## config.mk

```make
export PLATFORM = sky130hd
export DESIGN_NAME = first_fit_block_allocator_top
export DESIGN_NICKNAME = d
export VERILOG_FILES = /design/src/rtl/ffba_pkg.sv /design/src/rtl/first_fit_block_allocator_top.sv
export SDC_FILE = /design/constraint.sdc
export NUM_CORES = 1
export LEC_CHECK = 0
export BUFFER_PORTS_ARGS = -buffer_cell sky130_fd_sc_hd__buf_2
export CORE_UTILIZATION = 55
export DETAILED_ROUTE_END_ITERATION = 10
export PLACE_DENSITY = 0.79
export REMOVE_ABC_BUFFERS = 1
export SLEW_MARGIN = 20
export SYNTH_ARGS = -nofsm -noshare
export SYNTH_HDL_FRONTEND = slang
export SYNTH_SLANG_ARGS = --single-unit
```

## constraint.sdc

```tcl
create_clock -name clk_i -period 5.15 [get_ports clk_i]
set_input_delay 0.7725 -clock clk_i [delete_from_list [all_inputs] [get_ports clk_i]]
set_output_delay 0.7725 -clock clk_i [all_outputs]
set_load 0.05 [all_outputs]
```

## src/rtl/ffba_pkg.sv

```systemverilog
// Package for the block allocator: sizes, codes and the word types of its channels.
// Depends on nothing; the allocator top level uses it by scoped names.
`timescale 1ns / 1ps

package ffba_pkg;

  localparam int NumBlocks = 8;
  localparam int SizeW     = 16;
  localparam int IdxW      = (NumBlocks > 1) ? $clog2(NumBlocks) : 1;
  localparam int CfgW      = 4;
  localparam int FragW     = 19;
  localparam int AmountW   = 16;
  localparam int PidW      = 4;
  localparam int BlkW      = 3;
  // Width that holds an entry number, a block index and the active count alike.
  localparam int CmpW      = ((IdxW > CfgW) ? IdxW : CfgW) + 1;
  localparam logic [CfgW-1:0] ActiveReset = CfgW'(8);

  typedef enum logic {
    FUNC_LOAD    = 1'b0,
    FUNC_REQUEST = 1'b1
  } func_e;

  typedef enum logic [1:0] {
    STATUS_LOADED = 2'd0,
    STATUS_ALLOC  = 2'd1,
    STATUS_NOFIT  = 2'd2
  } status_e;

  typedef struct packed {
    func_e               func;
    logic [BlkW-1:0]     block_index;
    logic [AmountW-1:0]  amount;
    logic [PidW-1:0]     process_id;
  } in_word_t;

  typedef struct packed {
    status_e             status;
    logic [BlkW-1:0]     chosen_block;
    logic [FragW-1:0]    fragmentation;
  } out_word_t;

  // One table entry as it sits in the block memory.
  typedef struct packed {
    logic [SizeW-1:0]    remaining;
    logic                taken;
    logic [PidW-1:0]     owner;
  } entry_t;

endpackage

```

## src/rtl/first_fit_block_allocator_top.sv

```systemverilog
// Top level of the block allocator: block table memory, scan sequencer and output register.
// Depends on ffba_pkg for sizes, codes and the channel word types.
`timescale 1ns / 1ps

// The block keeps a table of memory blocks, each with a remaining size, a
// taken mark and an owner. An input word either loads one block's size (and
// frees it) or requests space for a process; a request takes the first free
// active block, in index order, whose remaining size covers it. Every input
// word gives one output word: a status, the chosen block and the fragmentation.
//
// Both data channels use valid and ready. The configuration channel is always ready and
// carries the active block count, which the user must write only while idle (not enforced).
//
// The table lives in a single memory with one read and one write port and a
// registered read. Each input word walks the whole table once, one entry per
// cycle, reading and updating each entry and writing back those it changes.
// The output word is registered once the walk is done and the output
// register is free, and the block takes no new input word until then.
//
// After reset every entry reads as zero size, free and unowned, through
// per-entry valid bits, and the active count is eight. A finished output word
// waits in the output register while the receiver stalls, and the next result
// waits in the sequencer until that register frees.

module first_fit_block_allocator_top (
  input  logic                  clk_i,
  input  logic                  rst_ni,
  input  logic                  in_valid_i,
  output logic                  in_ready_o,
  input  ffba_pkg::in_word_t    in_data_i,
  output logic                  out_valid_o,
  input  logic                  out_ready_i,
  output ffba_pkg::out_word_t   out_data_o,
  input  logic                  cfg_valid_i,
  output logic                  cfg_ready_o,
  input  logic [ffba_pkg::CfgW-1:0] cfg_data_i
);

  // Sequencer states: waiting for a word, walking the table, handing off the result.
  typedef enum logic [2:0] {
    S_IDLE = 3'b001,
    S_SCAN = 3'b010,
    S_DONE = 3'b100
  } state_e;

  state_e state_q, state_d;

  logic [ffba_pkg::CfgW-1:0]  active_q;
  ffba_pkg::in_word_t         item_q;
  logic [ffba_pkg::IdxW-1:0]  cnt_q, cnt_d;
  logic [ffba_pkg::FragW-1:0] acc_q, acc_d;
  logic                       found_q, found_d;
  logic [ffba_pkg::BlkW-1:0]  chosen_q, chosen_d;

  // Table memory with valid bits that make unwritten entries read as zero.
  ffba_pkg::entry_t           mem_q [ffba_pkg::NumBlocks];
  logic [ffba_pkg::NumBlocks-1:0] vld_q;
  ffba_pkg::entry_t           rd_q;
  logic                       rd_vld_q;
  logic [ffba_pkg::IdxW-1:0]  rd_addr;
  logic                       wr_en;
  ffba_pkg::entry_t           wr_data;

  logic                       out_valid_q;
  ffba_pkg::out_word_t        out_q;
  logic                       out_free;
  logic                       in_accept;

  // Per-entry update terms.
  ffba_pkg::entry_t           ent;
  logic [ffba_pkg::SizeW-1:0] amt;
  logic                       is_load;
  logic                       active;
  logic                       load_hit;
  logic                       fit;
  logic                       last;

  assign cfg_ready_o = 1'b1;
  assign in_ready_o  = (state_q == S_IDLE);
  assign in_accept   = in_valid_i && in_ready_o;
  assign out_free    = !out_valid_q || out_ready_i;
  assign out_valid_o = out_valid_q;
  assign out_data_o  = out_q;

  assign ent      = rd_vld_q ? rd_q : '0;
  assign amt      = ffba_pkg::SizeW'(item_q.amount);
  assign is_load  = (item_q.func == ffba_pkg::FUNC_LOAD);
  assign active   = (ffba_pkg::CmpW'(cnt_q) < ffba_pkg::CmpW'(active_q));
  assign load_hit = is_load && (ffba_pkg::CmpW'(item_q.block_index) == ffba_pkg::CmpW'(cnt_q));
  assign fit      = !is_load && active && !found_q && !ent.taken && (ent.remaining >= amt);
  assign last     = (cnt_q == ffba_pkg::IdxW'(ffba_pkg::NumBlocks - 1));

  always_comb begin
    wr_data = ent;
    if (load_hit) begin
      wr_data.remaining = amt;
      wr_data.taken     = 1'b0;
      wr_data.owner     = '0;
    end else if (fit) begin
      wr_data.remaining = ent.remaining - amt;
      wr_data.taken     = 1'b1;
      wr_data.owner     = item_q.process_id;
    end
  end

  assign wr_en   = (state_q == S_SCAN) && (load_hit || fit);
  assign rd_addr = (state_q == S_IDLE) ? '0 : cnt_q + 1'b1;

  always_comb begin
    state_d  = state_q;
    cnt_d    = cnt_q;
    acc_d    = acc_q;
    found_d  = found_q;
    chosen_d = chosen_q;
    unique case (state_q)
      S_IDLE: begin
        if (in_accept) begin
          state_d  = S_SCAN;
          cnt_d    = '0;
          acc_d    = '0;
          found_d  = 1'b0;
          chosen_d = '0;
        end
      end
      S_SCAN: begin
        // The sum takes the entry's value after this word's update.
        if (active) begin
          acc_d = acc_q + ffba_pkg::FragW'(wr_data.remaining);
        end
        if (fit) begin
          found_d  = 1'b1;
          chosen_d = ffba_pkg::BlkW'(cnt_q);
        end
        if (last) begin
          state_d = S_DONE;
        end else begin
          cnt_d = cnt_q + 1'b1;
        end
      end
      S_DONE: begin
        if (out_free) begin
          state_d = S_IDLE;
        end
      end
      default: begin
        state_d = S_IDLE;
      end
    endcase
  end

  always_ff @(posedge clk_i or negedge rst_ni) begin
    if (!rst_ni) begin
      state_q     <= S_IDLE;
      active_q    <= ffba_pkg::ActiveReset;
      vld_q       <= '0;
      out_valid_q <= 1'b0;
      cnt_q       <= '0;
      found_q     <= 1'b0;
    end else begin
      state_q <= state_d;
      cnt_q   <= cnt_d;
      found_q <= found_d;
      if (cfg_valid_i && cfg_ready_o) begin
        active_q <= cfg_data_i;
      end
      if (wr_en) begin
        vld_q[cnt_q] <= 1'b1;
      end
      if (state_q == S_DONE && out_free) begin
        out_valid_q <= 1'b1;
      end else if (out_ready_i) begin
        out_valid_q <= 1'b0;
      end
    end
  end

  // Payload registers and the memory need no reset.
  always_ff @(posedge clk_i) begin
    if (in_accept) begin
      item_q <= in_data_i;
    end
    acc_q    <= acc_d;
    chosen_q <= chosen_d;
    if (wr_en) begin
      mem_q[cnt_q] <= wr_data;
    end
    rd_q     <= mem_q[rd_addr];
    rd_vld_q <= vld_q[rd_addr];
    if (state_q == S_DONE && out_free) begin
      out_q.chosen_block  <= chosen_q;
      out_q.fragmentation <= acc_q;
      if (is_load) begin
        out_q.status <= ffba_pkg::STATUS_LOADED;
      end else if (found_q) begin
        out_q.status <= ffba_pkg::STATUS_ALLOC;
      end else begin
        out_q.status <= ffba_pkg::STATUS_NOFIT;
      end
    end
  end

endmodule
```

Word-level counts from Yosys, hierarchy flattened
Memory sizes are Yosys's and may differ from the RTL's. A register that Yosys moved wholly into a read port is not among the register bits.
Index checks and enable logic that the tools add are counted.
Word-level totals
  word-level logic and storage cells: 86
  memory bits (writable): 168
  flip-flop bits (word level): 91
  memories: 1
Cells by class
  bitwise gates (word level): 2
  order comparisons: 5
  equal/unequal tests: 11
  multiplexer cells: 28
  add/subtract/negate cells: 3
  reduce and logical (&&, ||, !) cells: 20
Memories
  mem_q: depth 8, width 21, read ports 1, clocked after Yosys merged registers in 1, wr ports 1, line first_fit_block_allocator_top.sv:56  | ffba_pkg::entry_t mem_q [ffba_pkg::NumBlocks];
Operators with widths (number)
  two-way mux 21 bit: 3
  two-way mux 19 bit: 2
  one-hot mux 19 bit (2 select lines): 1
  two-way mux 3 bit: 7
  adder 19 x 16 -> 19 bit: 1
  greater-or-equal comparator 16 bit: 1
  subtractor 16 bit: 1
  one-hot mux 3 bit (2 select lines): 2
  AND reduction 3 bit: 4
  inequality test 2 bit, second input constant: 5
  logical AND 1 bit: 9
  one-hot mux 3 bit (3 select lines): 1
  < comparator 3 x 4 -> 1 bit, second input constant: 2
  two-way mux 1 bit: 8
  OR 8 bit: 1
  == test 3 bit, second input constant: 2
  < comparator 3 x 4 -> 1 bit: 1
  nonzero test 2 bit: 2
  adder 3 x 1 -> 3 bit, second input constant: 1
  binary-select mux 1 bit (select 3 bit): 1
  demux 1 bit (select 3 bit): 1
  == test 3 x 1 -> 1 bit, second input constant: 1
  == test 3 x 2 -> 1 bit, second input constant: 1
  == test 3 bit: 1
  7 further kinds: 10

Depth between registers and ports, before layout
  word-level depth: 10
  gate-level depth with buffers: 22
  depth with buffers taken out: 19

Worst setup path after synthesis
Ideal clock, no wire load.
  path kind: reg2reg
  from: reg rd_vld_q
  to: reg acc_q[16] (netlist name), data pin
  path slack: 0.135 ns
  library setup time: 0.255 ns
  required time: 4.895 ns
  period minus slack after synthesis: 5.015 ns
  cell stages (with the launch flop): 21
  buffers on the path: 4
  data arrival time: 4.760 ns
  cell sequence: dfxtp_1 buf_2 clkbuf_1 and2_1 ha_1 buf_2 a21o_1 a31oi_1 o211ai_1 o31ai_4 buf_2 o221ai_1 ha_1 fa_1 a211o_1 a211oi_1 nand3b_1 a2bb2oi_1 a31oi_1 xor2_1 and2_1
RTL lines
  from (decl): line first_fit_block_allocator_top.sv:59  | logic rd_vld_q;
  from (signal assigned): line first_fit_block_allocator_top.sv:188  | rd_vld_q <= vld_q[rd_addr];
  to (signal assigned): line first_fit_block_allocator_top.sv:182  | acc_q <= acc_d;
  to (decl): line first_fit_block_allocator_top.sv:51  | logic [ffba_pkg::FragW-1:0] acc_q, acc_d;

==> implementation parameters <==
Parameter                              Value

Floorplan
  Die width ... 145 µm
  Starting Density ... 56.8%
  Die Span Y ... 145 µm
  Die area ... 20900 µm²
  Floorplan row count ... 51
  I/O pin count ... 60
  Standard cell core area ... 19700 µm²

Clocking
  CTS HTree Levels ... 1
  Clock tree from TritonCTS ... built
  Number of buffers on the longest clock path ... 3
  CTS Root Buffer Type ... clkbuf_16
  Total clock buffers created by CTS ... 26
  Clock sink total ... 240
  Post-cts hold buffer count ... 0
  Later-pin clock latency in the skew report ... 0.54 ns
  Clock-pin slew reported for the worst setup and hold paths after clock tree synthesis ... 0.06 ns

Synthesis
  Count of synthesis-stage warnings from yosys ... 0
  Count of different cell masters after synthesis ... 78
  Ranking of synthesized cells by area ... edfxtp_1, nand2_1, dfrtp_1, ha_1, mux2i_1
  Area leader, netlist ... edfxtp_1
  Synth Flop Type ... edfxtp_1
  Post-synthesis cell area ... 11200 µm²
  Mean instance size in the synthesized netlist ... 11.9 µm²
  Fraction of synthesized cell area taken by the top area cell type ... 54.2%
  Post-synthesis sequential area ratio ... 61.9%
  Post-synthesis register bit count ... 240
  Number of enable flip-flop cells after synthesis ... 202
  Cells after synthesis ... 941
  Share of flip-flops with an asynchronous set or reset after synthesis ... 8.33%

Setup path
  Critical-path top delay cell ... a221oi_1
  Arrival time at the worst endpoint ... 5.21 ns
  Worst-path maximum fanout ... 17
  Sequence of cells on the critical path ... buf_4, a21boi_1, nor2_1, ha_1, o21ai_0, a311oi_2, o311a_4, o31a_1, buf_4, a221oi_1, buf_4, ha_1, o21ai_0, a21oi_1, nand3b_1, a2bb2oi_2, a311oi_1, xnor2_1, nor2_1
  R2R setup slack ... 0.22 ns
  Crit. path cell count ... 19
  Most frequent CP cell ... buf_4
  Delay contributed by the slowest stage of the critical path ... 0.46 ns
  Crit Path Category ... register to register
  Register-to-Register Path Depth ... 19
  Capturing point of the worst reg2reg path ... acc_q[18]
  Buffering stage count on the worst path with inverters included ... 3
  Family with the most delay on the worst path ... compound AO/OA/AOI/OAI gates
  Kind of end point of the critical path ... register
  Startpoint kind of the worst setup timing path ... register
  Critical Path RT ... 5.43 ns
  Worst flop-to-flop path startpoint ... rd_vld_q

Layout
  Number of antenna diodes ... 0
  Leading cell type in the layout, fill and taps excluded ... edfxtp_1
  Fraction of final layout cells sized beyond drive strength 1 ... 16.8%
  Total area of multi-input combinational cells ... 4020 µm²
  Most frequent cells in the layout ... edfxtp_1, nand2_1, nand3_1, nor2_1, buf_4
  Register area ... 6930 µm²
  # fillers ... 1401
  Number of nets at the end of the flow ... 1105
  Layout Area Growth over Synthesis ... 15.3%

Route
  Number of vias per cell after detailed routing ... 5.84
  Routed wire length per instance ... 18.9 µm
  Number of search-and-repair iterations in the first detailed-routing pass ... 5
  Post-route antenna net violation count ... 0
  Overall via count from detail_route ... 7721
  # DRC ... 0
  Routed wire length ... 24900 µm
  DRC marker count from the first detailed-route iteration ... 480

Timing
  Relative slew slack ... 26.4%
  WHS ... 0.178 ns
  Max-slew violation count ... 0
  Setup Skew ... 0.0223 ns
  Highest clock frequency the design can meet ... 203 MHz
  Number of failing setup endpoints in the final timing report ... 0
  Share of the clock period used by the worst path ... 95.7%
  Count of endpoints failing hold in the final timing report ... 0
  Setup repair after global routing missed its margin ... true
  Clock period minus final worst setup slack ... 4.93 ns
  Transition time of the tightest slew-check pin ... 1.10 ns

Run
  Max-capacitance violation count ... 0

Power
  Peak supply drop ... 310 µV
  Net Sw Power ... 2.84 mW
  Proportion of power drawn by the clock network ... 23.0%
  Combinational fraction of design power ... 40.9%
  Reg power frac ... 36.0%
  Switching Share ... 36.9%
  Design Power ... 7.69 mW
  Internal Pwr Total ... 4.85 mW
  Power per standard cell area ... 596 nW/µm²
  LEAKAGE ... 5.02 nW

GRT
  Met2 track demand over resource in global routing ... 39.9%
  Largest net degree at the start of global routing ... 44
  Met1 capacity usage during global routing ... 33.6%
  Overall overflow remaining after global route ... 0
  Global-route wire length before repair ... 38700 µm
  Global routing's busiest layer ... met2
  GR Util met3 ... 3.75%
  Total routing resource utilization after global routing ... 24.6%
  Via count of the first global-routing pass ... 7394
  Antenna violations before repair ... 0

Run status
  Run status ... complete, no violations

Hold path
  Hold WC Path Type ... input port to async pin

Placed design
  Detailed Place HPWL ... 16400 µm
  GP Congestion ... 0.922
  PortBufs ... 54
==> synthesized netlist by cell type, types with 3 or more instances <==
| master | n |
|---|---|
| a211oi_1 | 10 |
| a21o_1 | 10 |
| a21oi_1 | 32 |
| a22oi_1 | 4 |
| a31oi_1 | 9 |
| and2_1 | 23 |
| and3_1 | 4 |
| buf_2 | 5 |
| clkbuf_1 | 30 |
| dfrtp_1 | 18 |
| dfxtp_1 | 18 |
| edfxtp_1 | 202 |
| ha_1 | 35 |
| inv_1 | 31 |
| mux2_2 | 3 |
| mux2i_1 | 38 |
| nand2_1 | 132 |
| nand2b_1 | 9 |
| nand3_1 | 69 |
| nand3b_1 | 4 |
| nor2_1 | 65 |
| nor2b_1 | 23 |
| nor3_1 | 13 |
| o211ai_1 | 20 |
| o21a_1 | 4 |
| o21ai_0 | 26 |
| o21bai_1 | 3 |
| o221ai_1 | 3 |
| o311ai_0 | 3 |
| o31a_1 | 3 |
| o31ai_1 | 3 |
| or2_1 | 4 |
| or2_2 | 4 |
| or3_1 | 4 |
| xnor2_1 | 10 |
| xor2_1 | 12 |
==> metrics by stage <==
stage / instance area [µm²] / utilization [%] / TNS, ns / setup WS [ns] / cells
6_report: 12900 / 65.4 / 0 / 0.221 / 1321
5_1_grt: 12900 / 65.4 / -0.000823 / -0.000823 / 1321
4_1_cts: 12900 / 65.3 / 0 / 0.0351 / 1321
3_5_place_dp: 12000 / 61.1 / -0.119 / -0.119 / 1273
3_3_place_gp: 12000 / 61.1 / 0 / 0.0897 / 1273
2_1_floorplan: 11000 / - / 0 / 0.0482 / 899
==> area by class of cell <==
class	instances	share of cell area (%)
inverters	31	0.902
multi-input cells	628	31.1
repair buffers	109	5.29
clock inverters	10	0.824
clock buffers	38	5.56
flip-flops and latches	240	53.7
well taps	265	2.57
==> power groups by stage <==
stage / Combinational, mW / Sequential [mW] / Clock [mW]
6_report: 3.15 / 2.77 / 1.77
5_1_grt: 3.44 / 2.80 / 1.87
4_1_cts: 3.09 / 2.77 / 1.79
3_5_place_dp: 3.07 / 2.80 / 0
3_3_place_gp: 2.97 / 2.80 / 0
2_1_floorplan: 2.03 / 2.81 / 0
==> metal layers <==
metal / part of all wire (%) / vias to the layer above
li1: - / 3642
met3: 7.3 / 61
met2: 47 / 303
met5: 0 / -
met1: 42 / 3715
met4: 3.2 / 0
==> cell families (layout without fill, tap and decap cells) <==
family          Yosys count  count (layout)  share of synthesized area (%)
simple gates            367             367                           15.7
flops                   240             240                           61.9
compound gates          161             161                           10.2
buf+inv                  73             188                           2.66
mux                      41              41                           3.70
fa+ha+maj                36              36                           4.09
xor+xnor                 22              22                           1.72
other cells               1               1                         0.0335
==> what timing repair did <==
action	CTS	global route
buffers inserted	0	0
resized for setup	2	6
setup endpoints to repair	1	7
==> state kept, by name (all words and copies together) (netlist names) <==
signal	cells
acc_q	19
active_q	4
amt	16
chosen_q	3
cnt_q	3
found_q	1
item_q	4
mem_q	136
out_data_o	24
out_valid_o	1
rd_q	17
rd_vld_q	1
state_q	3
vld_q	8
==> worst register-to-register path: cells and delay by family (launching register included) <==
| family | cells | cell delay, ns |
|---|---|---|
| compound gates | 10 | 2.72 |
| buf+inv | 3 | 0.63 |
| fa+ha+maj | 2 | 0.44 |
| simple gates | 3 | 0.35 |
| xor+xnor | 1 | 0.17 |
| flops | 1 | 0.41 |
==> how the worst max path moves through the flow <==
stage,startpoint,endpoint,slack (ns)
6_report,rd_vld_q,acc_q[18],0.22
5_1_grt,amt[1],acc_q[17],-0.0008
3_5_place_dp,rd_vld_q,acc_q[17],-0.12
3_3_place_gp,rd_vld_q,acc_q[17],0.09
4_1_cts,rd_vld_q,acc_q[16],0.04
2_1_floorplan,cnt_q[0],acc_q[16],0.05
No activity file was read; power rests on OpenSTA's default activity.
